## config.mk

```make
export PLATFORM = sky130hd
export DESIGN_NAME = bmp_pixel_to_tricolor
export DESIGN_NICKNAME = d
export VERILOG_FILES = /design/src/rtl/bpt_pkg.sv /design/src/rtl/bpt_front.sv /design/src/rtl/bpt_queue.sv /design/src/rtl/bpt_back.sv /design/src/rtl/bmp_pixel_to_tricolor.sv
export SDC_FILE = /design/constraint.sdc
export NUM_CORES = 1
export LEC_CHECK = 0
export BUFFER_PORTS_ARGS = -buffer_cell sky130_fd_sc_hd__buf_2
export CAP_MARGIN = 25
export CORE_MARGIN = 4
export CORE_UTILIZATION = 57
export CTS_CLUSTER_SIZE = 28
export DETAILED_ROUTE_END_ITERATION = 8
export GPL_TIMING_DRIVEN = 0
export MAX_ROUTING_LAYER = met4
export PLACE_DENSITY = 0.74
export SYNTH_ARGS = -nofsm -noshare
export SYNTH_HDL_FRONTEND = slang
export SYNTH_SLANG_ARGS = --single-unit
```

## constraint.sdc

```tcl
create_clock -name clock -period 14.8 [get_ports clock]
set_clock_uncertainty 0.1 [all_clocks]
set_input_delay 2.96 -clock clock [delete_from_list [all_inputs] [get_ports clock]]
set_output_delay 2.96 -clock clock [all_outputs]
set_load 0.005 [all_outputs]
```

## src/rtl/bpt_pkg.sv

```systemverilog
// ----------------------------------------------------------------------------
// bpt_pkg
// Shared types and constants for the BMP pixel to tricolor converter.
// ----------------------------------------------------------------------------
package bpt_pkg;

   localparam int BPT_PALETTE_ENTRIES = 256;
   localparam int BPT_MAX_ROW_WIDTH   = 4096;
   localparam int BPT_COLUMN_SPAN     = 4096;
   localparam logic [12:0] BPT_WIDTH_LIMIT =
      13'((BPT_MAX_ROW_WIDTH < BPT_COLUMN_SPAN) ? BPT_MAX_ROW_WIDTH : BPT_COLUMN_SPAN);

   localparam int BPT_JOB_QUEUE_DEPTH = 2;
   localparam int BPT_MAX_PIXELS      = 8;

   // depth codes
   localparam logic [2:0] DEPTH_1BPP  = 3'd0;
   localparam logic [2:0] DEPTH_4BPP  = 3'd1;
   localparam logic [2:0] DEPTH_8BPP  = 3'd2;
   localparam logic [2:0] DEPTH_16BPP = 3'd3;
   localparam logic [2:0] DEPTH_24BPP = 3'd4;

   // pixel colors
   localparam logic [1:0] COLOR_BLACK = 2'd0;
   localparam logic [1:0] COLOR_WHITE = 2'd1;
   localparam logic [1:0] COLOR_RED   = 2'd2;

   // input actions
   localparam logic ACTION_LOAD = 1'b0;
   localparam logic ACTION_DATA = 1'b1;

   // register indexes
   localparam logic [1:0] CSR_DEPTH_CODE    = 2'd0;
   localparam logic [1:0] CSR_RGB565_SELECT = 2'd1;
   localparam logic [1:0] CSR_COLOR_ENABLE  = 2'd2;
   localparam logic [1:0] CSR_ROW_WIDTH     = 2'd3;

   typedef struct packed {
      logic       action;
      logic       row_start;
      logic [7:0] data_byte;
      logic [7:0] palette_index;
      logic [7:0] pal_red;
      logic [7:0] pal_green;
      logic [7:0] pal_blue;
   } req_type;

   typedef struct packed {
      logic [1:0]  pixel_color;
      logic [11:0] pixel_column;
      logic        last_of_item;
   } rsp_type;

   typedef struct packed {
      logic [2:0]  depth_code;
      logic        rgb565_select;
      logic        color_enable;
      logic [12:0] row_width;
   } cfg_type;

   typedef struct packed {
      logic [BPT_MAX_PIXELS-1:0][1:0] colors;
      logic [3:0]                     count;
      logic [11:0]                    column;
   } job_type;

endpackage

```

## src/rtl/bpt_front.sv

```systemverilog
// ----------------------------------------------------------------------------
// bpt_front
// Accepts bytes and palette loads, gathers multi-byte pixels, looks up the
// palette, classifies colors and tracks the row column.
// ----------------------------------------------------------------------------
module bpt_front #(
   parameter int PALETTE_ENTRIES = bpt_pkg::BPT_PALETTE_ENTRIES
) (
   input  logic             clock,
   input  logic             reset,
   input  bpt_pkg::cfg_type cfg,
   input  logic             push,
   output logic             full,
   input  bpt_pkg::req_type req_item,
   output logic             job_valid,
   output bpt_pkg::job_type job,
   input  logic             job_full
);
   import bpt_pkg::*;

   localparam int PAL_AW = $clog2(PALETTE_ENTRIES);
   localparam logic [8:0] PAL_LIMIT = 9'(PALETTE_ENTRIES);

   // {whitish, colored}
   logic [1:0] palette_mem [PALETTE_ENTRIES];

   logic        accept;
   logic        is_data;
   logic        color_mode;

   logic        load_white;
   logic        load_red;

   logic [7:0]  ra_full;
   logic [7:0]  rb_full;
   logic [1:0]  pa_ff;
   logic [1:0]  pb_ff;
   logic        pa_ok_ff;
   logic        pb_ok_ff;

   logic [1:0]  gc_ff;
   logic [1:0]  gc_in;
   logic [15:0] bg_ff;
   logic [15:0] bg_in;
   logic [1:0]  gc_eff;
   logic [15:0] bg_eff;
   logic        completes;

   logic [12:0] col_ff;
   logic [12:0] col_in;
   logic [12:0] col_eff;
   logic [12:0] width_lim;
   logic [12:0] avail;
   logic [3:0]  n_pix;
   logic [3:0]  m_pix;

   logic        s1_valid_ff;
   logic [7:0]  s1_db_ff;
   logic [7:0]  s1_lo_ff;
   logic [7:0]  s1_hi_ff;
   logic [3:0]  s1_count_ff;
   logic [11:0] s1_col_ff;

   logic [1:0]  color_a;
   logic [1:0]  color_b;
   logic [7:0]  ch_r;
   logic [7:0]  ch_g;
   logic [7:0]  ch_b;
   logic [1:0]  color_rgb;
   logic [BPT_MAX_PIXELS-1:0][1:0] colors;

   function automatic logic whitish(input logic [7:0] r, input logic [7:0] g,
                                    input logic [7:0] b, input logic mode);
      logic [9:0] sum;
      sum = 10'(r) + 10'(g) + 10'(b);
      if (mode) begin
         return (r > 8'h80) && (g > 8'h80) && (b > 8'h80);
      end
      return sum > 10'd384;
   endfunction

   function automatic logic colored(input logic [7:0] r, input logic [7:0] g,
                                    input logic [7:0] b);
      return (r > 8'hF0) || ((g > 8'hF0) && (b > 8'hF0));
   endfunction

   function automatic logic [1:0] pick(input logic w, input logic c, input logic mode);
      if (w) begin
         return COLOR_WHITE;
      end
      if (c && mode) begin
         return COLOR_RED;
      end
      return COLOR_BLACK;
   endfunction

   assign full       = s1_valid_ff && job_full;
   assign accept     = push && !full;
   assign is_data    = (req_item.action == ACTION_DATA);
   assign color_mode = cfg.color_enable && (cfg.depth_code != DEPTH_1BPP);

   // palette load
   assign load_white = whitish(req_item.pal_red, req_item.pal_green,
                               req_item.pal_blue, color_mode);
   assign load_red   = colored(req_item.pal_red, req_item.pal_green, req_item.pal_blue);

   always_ff @(posedge clock) begin
      if (accept && !is_data && ({1'b0, req_item.palette_index} < PAL_LIMIT)) begin
         palette_mem[req_item.palette_index[PAL_AW-1:0]] <= {load_white, load_red};
      end
   end

   // lookup addresses
   always_comb begin
      ra_full = 8'd0;
      rb_full = 8'd1;
      case (cfg.depth_code)
         DEPTH_4BPP: begin
            ra_full = {4'd0, req_item.data_byte[7:4]};
            rb_full = {4'd0, req_item.data_byte[3:0]};
         end
         DEPTH_8BPP: begin
            ra_full = req_item.data_byte;
            rb_full = 8'd0;
         end
         default: begin
            ra_full = 8'd0;
            rb_full = 8'd1;
         end
      endcase
   end

   always_ff @(posedge clock) begin
      if (accept) begin
         pa_ff    <= palette_mem[ra_full[PAL_AW-1:0]];
         pb_ff    <= palette_mem[rb_full[PAL_AW-1:0]];
         pa_ok_ff <= ({1'b0, ra_full} < PAL_LIMIT);
         pb_ok_ff <= ({1'b0, rb_full} < PAL_LIMIT);
      end
   end

   // byte gathering
   assign gc_eff = req_item.row_start ? 2'd0 : gc_ff;
   assign bg_eff = req_item.row_start ? 16'd0 : bg_ff;

   always_comb begin
      gc_in     = gc_eff;
      bg_in     = bg_eff;
      completes = 1'b0;
      case (cfg.depth_code)
         DEPTH_16BPP: begin
            if (gc_eff == 2'd0) begin
               bg_in = {8'd0, req_item.data_byte};
               gc_in = 2'd1;
            end else begin
               bg_in     = 16'd0;
               gc_in     = 2'd0;
               completes = 1'b1;
            end
         end
         DEPTH_24BPP: begin
            if (gc_eff == 2'd0) begin
               bg_in = {8'd0, req_item.data_byte};
               gc_in = 2'd1;
            end else if (gc_eff == 2'd1) begin
               bg_in = {req_item.data_byte, bg_eff[7:0]};
               gc_in = 2'd2;
            end else begin
               bg_in     = 16'd0;
               gc_in     = 2'd0;
               completes = 1'b1;
            end
         end
         default: begin
            gc_in     = gc_eff;
            bg_in     = bg_eff;
            completes = 1'b0;
         end
      endcase
   end

   // column tracking
   always_comb begin
      case (cfg.depth_code)
         DEPTH_1BPP:  n_pix = 4'd8;
         DEPTH_4BPP:  n_pix = 4'd2;
         DEPTH_8BPP:  n_pix = 4'd1;
         DEPTH_16BPP: n_pix = {3'd0, completes};
         DEPTH_24BPP: n_pix = {3'd0, completes};
         default:     n_pix = 4'd0;
      endcase
   end

   assign col_eff   = req_item.row_start ? 13'd0 : col_ff;
   assign width_lim = (cfg.row_width < BPT_WIDTH_LIMIT) ? cfg.row_width : BPT_WIDTH_LIMIT;
   assign avail     = (col_eff < width_lim) ? (width_lim - col_eff) : 13'd0;
   assign m_pix     = (avail < 13'(n_pix)) ? avail[3:0] : n_pix;
   assign col_in    = col_eff + 13'(m_pix);

   always_ff @(posedge clock) begin
      if (reset) begin
         gc_ff       <= 2'd0;
         bg_ff       <= 16'd0;
         col_ff      <= 13'd0;
         s1_valid_ff <= 1'b0;
      end else begin
         if (accept && is_data) begin
            gc_ff  <= gc_in;
            bg_ff  <= bg_in;
            col_ff <= col_in;
         end
         if (accept) begin
            s1_valid_ff <= is_data && (m_pix != 4'd0);
         end else if (!job_full) begin
            s1_valid_ff <= 1'b0;
         end
      end
   end

   always_ff @(posedge clock) begin
      if (accept) begin
         s1_db_ff    <= req_item.data_byte;
         s1_lo_ff    <= bg_eff[7:0];
         s1_hi_ff    <= bg_eff[15:8];
         s1_count_ff <= m_pix;
         s1_col_ff   <= col_eff[11:0];
      end
   end

   // color selection
   assign color_a = pick(pa_ok_ff && pa_ff[1], pa_ok_ff && pa_ff[0], color_mode);
   assign color_b = pick(pb_ok_ff && pb_ff[1], pb_ok_ff && pb_ff[0], color_mode);

   always_comb begin
      if (cfg.depth_code == DEPTH_16BPP) begin
         ch_b = {s1_lo_ff[4:0], 3'd0};
         if (cfg.rgb565_select) begin
            ch_g = {s1_db_ff[2:0], s1_lo_ff[7:5], 2'd0};
            ch_r = {s1_db_ff[7:3], 3'd0};
         end else begin
            ch_g = {s1_db_ff[1:0], s1_lo_ff[7:5], 3'd0};
            ch_r = {s1_db_ff[6:2], 3'd0};
         end
      end else begin
         ch_b = s1_lo_ff;
         ch_g = s1_hi_ff;
         ch_r = s1_db_ff;
      end
   end

   assign color_rgb = pick(whitish(ch_r, ch_g, ch_b, color_mode),
                           colored(ch_r, ch_g, ch_b), color_mode);

   always_comb begin
      colors = '0;
      case (cfg.depth_code)
         DEPTH_1BPP: begin
            for (int k = 0; k < BPT_MAX_PIXELS; k++) begin
               colors[k] = s1_db_ff[3'(7 - k)] ? color_b : color_a;
            end
         end
         DEPTH_4BPP: begin
            colors[0] = color_a;
            colors[1] = color_b;
         end
         DEPTH_8BPP: colors[0] = color_a;
         default:    colors[0] = color_rgb;
      endcase
   end

   assign job_valid  = s1_valid_ff;
   assign job.colors = colors;
   assign job.count  = s1_count_ff;
   assign job.column = s1_col_ff;

endmodule

```

## src/rtl/bpt_queue.sv

```systemverilog
// ----------------------------------------------------------------------------
// bpt_queue
// Short job queue between the front and back parts.
// ----------------------------------------------------------------------------
module bpt_queue (
   input  logic             clock,
   input  logic             reset,
   input  logic             push_valid,
   input  bpt_pkg::job_type push_job,
   output logic             full,
   input  logic             pop,
   output logic             empty,
   output bpt_pkg::job_type head
);
   import bpt_pkg::*;

   localparam int AW = $clog2(BPT_JOB_QUEUE_DEPTH);
   localparam int CW = $clog2(BPT_JOB_QUEUE_DEPTH + 1);
   localparam logic [AW-1:0] LAST_SLOT = AW'(BPT_JOB_QUEUE_DEPTH - 1);

   job_type         slot_ff [BPT_JOB_QUEUE_DEPTH];
   logic [AW-1:0]   wr_ptr_ff;
   logic [AW-1:0]   rd_ptr_ff;
   logic [CW-1:0]   count_ff;
   logic            do_push;
   logic            do_pop;

   assign full    = (count_ff == CW'(BPT_JOB_QUEUE_DEPTH));
   assign empty   = (count_ff == '0);
   assign do_push = push_valid && !full;
   assign do_pop  = pop && !empty;
   assign head    = slot_ff[rd_ptr_ff];

   always_ff @(posedge clock) begin
      if (do_push) begin
         slot_ff[wr_ptr_ff] <= push_job;
      end
   end

   always_ff @(posedge clock) begin
      if (reset) begin
         wr_ptr_ff <= '0;
         rd_ptr_ff <= '0;
         count_ff  <= '0;
      end else begin
         if (do_push) begin
            wr_ptr_ff <= (wr_ptr_ff == LAST_SLOT) ? '0 : wr_ptr_ff + 1'b1;
         end
         if (do_pop) begin
            rd_ptr_ff <= (rd_ptr_ff == LAST_SLOT) ? '0 : rd_ptr_ff + 1'b1;
         end
         if (do_push && !do_pop) begin
            count_ff <= count_ff + 1'b1;
         end else if (do_pop && !do_push) begin
            count_ff <= count_ff - 1'b1;
         end
      end
   end

endmodule

```

## src/rtl/bpt_back.sv

```systemverilog
// ----------------------------------------------------------------------------
// bpt_back
// Serializes each job into pixels, one per cycle while the result register is popped or empty.
// ----------------------------------------------------------------------------
module bpt_back (
   input  logic             clock,
   input  logic             reset,
   input  logic             q_empty,
   input  bpt_pkg::job_type q_head,
   output logic             q_pop,
   output logic             empty,
   input  logic             pop,
   output bpt_pkg::rsp_type rsp_item
);
   import bpt_pkg::*;

   logic       cur_valid_ff;
   job_type    cur_ff;
   logic [2:0] idx_ff;
   logic       out_valid_ff;
   rsp_type    out_ff;
   logic       advance;
   logic       take;
   logic       last;

   assign advance  = !out_valid_ff || pop;
   assign take     = cur_valid_ff && advance;
   assign last     = ((4'(idx_ff) + 4'd1) == cur_ff.count);
   assign q_pop    = !q_empty && (!cur_valid_ff || (take && last));
   assign empty    = !out_valid_ff;
   assign rsp_item = out_ff;

   always_ff @(posedge clock) begin
      if (reset) begin
         cur_valid_ff <= 1'b0;
         idx_ff       <= 3'd0;
         out_valid_ff <= 1'b0;
      end else begin
         if (q_pop) begin
            cur_valid_ff <= 1'b1;
            idx_ff       <= 3'd0;
         end else if (take && last) begin
            cur_valid_ff <= 1'b0;
         end else if (take) begin
            idx_ff <= idx_ff + 3'd1;
         end
         if (advance) begin
            out_valid_ff <= take;
         end
      end
   end

   always_ff @(posedge clock) begin
      if (q_pop) begin
         cur_ff <= q_head;
      end
      if (take) begin
         out_ff.pixel_color  <= cur_ff.colors[idx_ff];
         out_ff.pixel_column <= cur_ff.column + 12'(idx_ff);
         out_ff.last_of_item <= last;
      end
   end

endmodule

```

## src/rtl/bmp_pixel_to_tricolor.sv

```systemverilog
// ----------------------------------------------------------------------------
// bmp_pixel_to_tricolor
// BMP row bytes to black/white/red e-paper pixels, with palette loading.
// ----------------------------------------------------------------------------
//   channel   handshake                 payload
//   input     push / full               req_item (req_type)
//   result    empty / pop               rsp_item (rsp_type)
//   config    csr_valid / csr_ready     csr_index, csr_data
//
// One input byte or palette load is taken per cycle while the result side
// keeps up; a byte yields 0 to 8 pixels, and the back part emits one pixel
// per cycle while the result side is popped or empty. Synchronous reset
// clears control, gather and column state; palette contents are not cleared.
// ----------------------------------------------------------------------------
module bmp_pixel_to_tricolor #(
   parameter int PALETTE_ENTRIES = bpt_pkg::BPT_PALETTE_ENTRIES
) (
   input  logic             clock,
   input  logic             reset,
   input  logic             push,
   output logic             full,
   input  bpt_pkg::req_type req_item,
   output logic             empty,
   input  logic             pop,
   output bpt_pkg::rsp_type rsp_item,
   input  logic             csr_valid,
   output logic             csr_ready,
   input  logic [1:0]       csr_index,
   input  logic [12:0]      csr_data
);
   import bpt_pkg::*;

   cfg_type cfg_ff;
   logic    job_valid;
   job_type job;
   logic    job_full;
   logic    q_pop;
   logic    q_empty;
   job_type q_head;

   assign csr_ready = 1'b1;

   always_ff @(posedge clock) begin
      if (reset) begin
         cfg_ff.depth_code    <= DEPTH_24BPP;
         cfg_ff.rgb565_select <= 1'b1;
         cfg_ff.color_enable  <= 1'b0;
         cfg_ff.row_width     <= 13'd400;
      end else if (csr_valid && csr_ready) begin
         case (csr_index)
            CSR_DEPTH_CODE:    cfg_ff.depth_code    <= csr_data[2:0];
            CSR_RGB565_SELECT: cfg_ff.rgb565_select <= csr_data[0];
            CSR_COLOR_ENABLE:  cfg_ff.color_enable  <= csr_data[0];
            CSR_ROW_WIDTH:     cfg_ff.row_width     <= csr_data;
            default: begin
            end
         endcase
      end
   end

   bpt_front #(
      .PALETTE_ENTRIES (PALETTE_ENTRIES)
   ) u_front (
      .clock     (clock),
      .reset     (reset),
      .cfg       (cfg_ff),
      .push      (push),
      .full      (full),
      .req_item  (req_item),
      .job_valid (job_valid),
      .job       (job),
      .job_full  (job_full)
   );

   bpt_queue u_queue (
      .clock      (clock),
      .reset      (reset),
      .push_valid (job_valid),
      .push_job   (job),
      .full       (job_full),
      .pop        (q_pop),
      .empty      (q_empty),
      .head       (q_head)
   );

   bpt_back u_back (
      .clock    (clock),
      .reset    (reset),
      .q_empty  (q_empty),
      .q_head   (q_head),
      .q_pop    (q_pop),
      .empty    (empty),
      .pop      (pop),
      .rsp_item (rsp_item)
   );

endmodule

```

==> out/results.txt, run 1 <==
Outcome = complete, no violations
Clock transition at path regs = 0.06 ns
Total GRT Usage = 36.9%
Max-slew headroom = 14.1%
H-tree Lvls = 3
Chip width = 248 um
# Max-Cap Violations = 0
EDFF count, synth = 661
Vias in the first global route = 24800
Hold Startpoint = u_front.s1_col_ff[0]
Post-layout nets = 3164
Clock root buffer = clkbuf_16
Area contributors post-synth = edfxtp_1 61%, nand2_1 6.1%, nor2_1 4.2%, dfxtp_1 3.6%, ha_1 2.1%
Mapped Cells = 2828
Post-DP HPWL = 76000 um
Start point of the critical path = req_item[40]
Startpoint Class = primary input
Mapped cell area = 0.0328 mm^2
Fmax = 107 MHz
Worst R2R Start = cfg_ff[12]
Worst-Skew Late Latency = 0.63 ns
Largest fanout on the critical path = 10
Largest net degree at the start of global routing = 41
IO Port Bufs = 78
Cts repair resizes = 0
Initial core utilization = 57.8%
DRC = 0
Final setup vio count = 0
CTS sink count = 720
Global-route wire length before repair = 159000 um
Final core utilization = 65.8%
CTS Buf Count = 75
Syn Area/Cell = 11.6 um^2
Critical path class = in -> reg
Vias = 25800
Period utilisation layout = 63.2%
Area of the core = 0.0567 mm^2
Layout cells sized above 1 = 11.9%
Post-CTS Setup Inserts = 0
Min Hold Slack = 0.344 ns
Cell row count = 87
Largest area contributor in the netlist = edfxtp_1
Critical Path RT = 15.18 ns
Min cycle time layout = 9.36 ns
Pwr/cell area = 132 mW/mm^2
Most used cell, CP = ha_1
Final Max Slew Viols = 0
Routed WL = 112000 um
Hold/Removal Path Class = reg -> reg
Ys Warns = 0
Final hold violations = 0
Peak VDD IR = 0.000108 V
RSZ-0062 raised after global routing = false
Post-synth top area share = 60.5%
Initial antenna violation count = 2
Routed WL per cell = 28.9 um
Routability cong. = 1.06
CTS tree = built
Data arrival, critical path = 9.74 ns
CTS Hold Buffers Added = 0
Lkg Pwr = 13.6 nW
Number of I/O pins = 80
Slowest stage cell, crit path = clkbuf_1
Critical Path End Type = flip-flop
Worst-Margin Slew = 1.29 ns
Antenna Nets Post-Route = 0
Via-to-Cell Ratio = 6.69
Synth Register Bits = 720
CP top delay family = simple AND/OR/NAND/NOR gates
Post-synth ARST share = 0%
Synth-to-Final Area Change = 13.8%
Grt ovf = 0
Die area = 0.0614 mm^2
Crit-path max cell delay = 0.59 ns
Sequential element share of the synthesized area = 64.1%
First-pass detailed-route iteration total = 6
Die span in y = 248 um
Bufs on Longest Clock Path = 3
WP buf/inv = 5
Initial DRC count = 4481
Library cells used by synthesis = 86
Primary FF master, synth = edfxtp_1
Setup TNS = 0 ns
R2R setup slack = 8.10 ns
## final timing paths
path | to | depth (start not counted)
setup reg to reg | u_front.col_ff[12] | 27
setup / recovery | u_front.col_ff[12] | 28
hold / removal | u_queue.slot_ff[1][0] | 0
hold reg to reg | u_queue.slot_ff[1][0] | 0
## cells by family (layout without fill, tap and decap cells)
logic type	after synthesis	count (layout)	synth area share, %
other cells	2	13	0.0229
simple gates	1301	1301	17.7
xor+xnor	52	52	1.39
mux	88	88	3.24
buf+inv	217	479	2.81
flops	720	720	64.1
compound gates	385	385	8.17
fa+ha+maj	63	63	2.56
## routing by layer
metal  share of wire, %  up-vias  track usage (%)
met5                  0        -                -
met4                8.2        0             24.3
met3                 14      603             9.83
met2                 44     2213             54.9
met1                 34    12300             44.6
li1                   -    10700                -
## Yosys cell counts, types with 13 or more instances
cell type,number
mux2_2,36
buf_2,47
ha_1,56
a21oi_1,78
clkbuf_1,87
buf_1,16
nor2_1,365
xor2_1,15
and3_1,82
a22oi_1,21
dfxtp_1,59
and2_1,13
a211oi_1,45
nand3b_1,14
inv_1,58
nor2b_1,55
a21o_1,26
mux2i_1,41
nor3_1,30
xnor2_1,37
nand4_1,24
o21ai_0,41
nand3_1,133
nand2_1,529
a31oi_1,42
a311oi_1,41
edfxtp_1,661
## flip-flops by register name, summed over array words and instances (netlist names), 8 cells and up
register and count:
u_queue.slot_ff 60, u_front.palette_mem 512, u_front.s1_hi_ff 8, u_back.cur_ff 30, u_back.rsp_item 15, cfg_ff 18, u_front.s1_db_ff 8, u_front.col_ff 13
u_front.s1_lo_ff 8, u_front.s1_col_ff 12, u_front.bg_ff 16
## cell type report
class | instances | area [um^2]
multi-input cells | 1900 | 10900
well taps | 756 | 946
fillers | 4165 | 19400
inverters | 58 | 218
clock inverters | 41 | 489
diodes | 2 | 5.00
repair buffers | 125 | 957
flip-flops and latches | 720 | 21000
plain buffers | 159 | 704
clock buffers | 96 | 2070
## worst reg2reg max path: cells and delay by family (launching register included)
kind,cells,cell delay [ns]
flip-flops,1,0.42
adder cells (fa/ha/maj),4,1.30
AO/OA/AOI/OAI,8,1.78
buffers and inverters,2,0.44
XOR/XNOR,1,0.15
AND/OR/NAND/NOR,12,2.39
## placed cells by master (no fill, tap or decap), types with 11 or more instances in the layout
cell type,synthesis,final
nor2_1,365,364
inv_1,58,57
ha_1,56,56
a22oi_1,21,21
a21oi_1,78,78
buf_4,3,22
buf_1,16,16
and2_1,13,13
xnor2_1,37,37
a211oi_1,45,45
conb_1,2,11
nor2b_1,55,55
clkbuf_16,0,78
nor4_1,11,11
mux2i_1,41,41
dfxtp_1,59,59
o21ai_0,41,40
and3_1,82,82
nand2_1,529,529
o21bai_1,11,11
a31oi_1,42,42
nand3b_1,14,14
mux2_2,36,36
nor3_1,30,30
a311oi_1,41,41
clkbuf_1,87,99
xor2_1,15,15
a21o_1,26,26
nand3_1,133,133
edfxtp_1,661,661
buf_6,2,11
buf_2,47,127
nand4_1,24,24
clkinv_2,0,15
mux4_2,11,11
## where the power goes
| group | internal [mW] | switching (mW) |
|---|---|---|
| Sequential | 2.38 | 0.0286 |
| Clock | 1.17 | 0.806 |
| Combinational | 0.189 | 0.341 |
## per-stage QoR
step / std cells / cell area, um^2 / total power, mW / worst slack [ns]
2_1_floorplan: 2837 / 32800 / 2.80 / 1.22
3_3_place_gp: 3671 / 34200 / 3.00 / -6.18
3_5_place_dp: 3711 / 34700 / 2.97 / 4.92
4_1_cts: 3848 / 37200 / 4.90 / 5.57
5_1_grt: 3856 / 37300 / 5.04 / 5.03
6_report: 3857 / 37300 / 4.92 / 5.44
Note: power is estimated with default switching activity, not from simulation.
==> run 2, diff against run 1 <==
- ABC_AREA: default -> 1
- clock period: 14.8 -> 8.5 ns (I/O delays scaled with it)
==> out/results.txt, run 2 <==
Hold/Removal Path Class = reg -> reg
Worst-Skew Late Latency = 0.65 ns
Area contributors post-synth = edfxtp_1 60%, nand2_1 6.4%, nor2_1 6.0%, nand3_1 5.0%, o21ai_0 3.7%
Crit-path max cell delay = 0.62 ns
Fmax = 143 MHz
Cell row count = 88
Lkg Pwr = 13.6 nW
Peak VDD IR = 0.000272 V
Initial antenna violation count = 0
Post-synth top area share = 59.6%
Data arrival, critical path = 7.43 ns
Die area = 0.0624 mm^2
Mapped Cells = 3287
Final setup vio count = 0
First-pass detailed-route iteration total = 8
Place WS = 0.916 ns
Mapped cell area = 0.0333 mm^2
Most frequent cells in the layout = 661 x edfxtp_1, 570 x nand2_1, 535 x nor2_1
Hold Startpoint = u_front.s1_col_ff[4]
Die span in y = 250 um
Setup WS post-layout = 1.50 ns
Initial core utilization = 57.6%
Largest area contributor in the netlist = edfxtp_1
EDFF count, synth = 661
Startpoint Class = primary input
Synth cell count leaders = 661 x edfxtp_1, 571 x nand2_1, 537 x nor2_1
Final hold violations = 0
Chip width = 250 um
Critical Path RT = 8.93 ns
Routed WL = 99500 um
RSZ-0062 raised after global routing = false
Post-DP HPWL = 69400 um
DR WL met2 = 46900 um
CTS sink count = 720
Initial DRC count = 3524
Outcome = complete, no violations
Period utilisation layout = 82.4%
Synth-to-Final Area Change = 12.6%
Max reg flops = 512
Number of I/O pins = 80
Most common cell after layout, fill and taps aside = edfxtp_1
Max-slew headroom = 20.4%
Clock root buffer = clkbuf_16
Wire length on met3 = 11000 um
Syn Area/Cell = 10.1 um^2
Slowest stage cell, crit path = clkbuf_1
Antenna Nets Post-Route = 0
IO Port Bufs = 77
Critical Path End Type = flip-flop
Grt ovf = 0
H-tree Lvls = 3
Final Cell Area = 0.0375 mm^2
R2R setup slack = 3.29 ns
Sequential element share of the synthesized area = 63.1%
Routed WL per cell = 23.2 um
Library cells used by synthesis = 54
Bufs on Longest Clock Path = 3
Ys Warns = 0
Cts repair resizes = 0
Final Max Slew Viols = 0
Worst hold endpoint = u_queue.slot_ff[1][4]
Reg2Reg Depth = 33
Largest fanout on the critical path = 10
CTS Buf Count = 75
Area after DPL = 0.0350 mm^2
Vias in the first global route = 25400
Global-route wire length before repair = 147000 um
# Max-Cap Violations = 0
Post-synth ARST share = 0%
Power after layout = 8.57 mW
Via-to-Cell Ratio = 6.06
CTS Hold Buffers Added = 0
M1 WL = 34800 um
Final core utilization = 64.9%
Post-CTS Setup Inserts = 0
Post-layout nets = 3593
Worst R2R Start = cfg_ff[12]
CTS tree = built
Largest net degree at the start of global routing = 91
Pwr/cell area = 228 mW/mm^2
DR top layer = met4
Vias = 26000
Synth Register Bits = 720
Most used cell, CP = nand2_1
Min Hold Slack = 0.334 ns
Clock transition at path regs = 0.06 ns
R2R Path End = u_front.col_ff[12]
DRC = 0
Critical path class = in -> reg
Worst hold stages = 0
Most frequent cell after synthesis = edfxtp_1
Total GRT Usage = 32.1%
Area of the core = 0.0578 mm^2
Layout cells sized above 1 = 8.79%
Worst-Margin Slew = 1.19 ns
Routability cong. = 1.02
Primary FF master, synth = edfxtp_1
Min cycle time layout = 7.00 ns
## run 2: cell types whose count changed after synthesis, sizes merged, moves of 37 or more
cell,previous run,this run
a311oi,42,0
a31oi,43,3
and3,83,0
inv,58,273
mux2i,41,4
nand2,529,574
nand3,133,332
nor2,366,541
nor2b,55,0
o21ai,46,270
## run 2: metrics by stage
step,cells,TNS [ns]
6_report,4295,0
2_1_floorplan,3296,0
4_1_cts,4291,0
3_5_place_dp,4154,0
5_1_grt,4293,0
3_3_place_gp,4138,-1142.48
## run 2: cells by family after synthesis
family          synth area share [%]
fa+ha+maj                       2.52
xor+xnor                        1.03
mux                            0.120
flops                           63.1
other cells                   0.0225
buf+inv                         5.56
compound gates                  8.83
simple gates                    18.8
## run 2: critical path: cells and delay by family
| family | cells | cell delay [ns] |
|---|---|---|
| adder cells (fa/ha/maj) | 4 | 1.16 |
| buffers and inverters | 8 | 1.80 |
| AND/OR/NAND/NOR | 23 | 2.54 |
| AO/OA/AOI/OAI | 2 | 0.22 |
## run 2: worst max-delay path by stage
stage                       from                     endpoint  cells past startpoint
floorplan            req_item[8]    u_front.palette_mem[0][1]                     19
global route        req_item[40]           u_front.col_ff[12]                     37
detailed placement  req_item[40]           u_front.col_ff[12]                     37
finish              req_item[40]           u_front.col_ff[12]                     37
CTS                 req_item[40]           u_front.col_ff[12]                     37
global placement     req_item[8]  u_front.palette_mem[186][1]                     20
## run 2: final cells by class
class	count	area (um^2)
Sequential cell	720	21000
Fill cell	4392	20300
Multi-Input combinational cell	2135	10500
Clock buffer	93	2020
Inverter	274	1030
Tap cell	765	957
Buffer	167	821
Timing Repair Buffer	95	696
Clock inverter	44	460
Antenna cell	2	5.00
## run 2: report_power, final
group          switching (mW)  total (mW)  internal (mW)
sequential             0.0491        4.25           4.20
combinational           0.701       0.977          0.275
clock                    1.40        3.34           1.94
total                    2.15        8.57           6.41
## run 2: routing by layer
metal,vias to the layer above,track usage (%)
met5,-,-
met2,1638,51.3
met4,0,18.6
met1,12300,37.0
met3,388,8.07
li1,11700,-
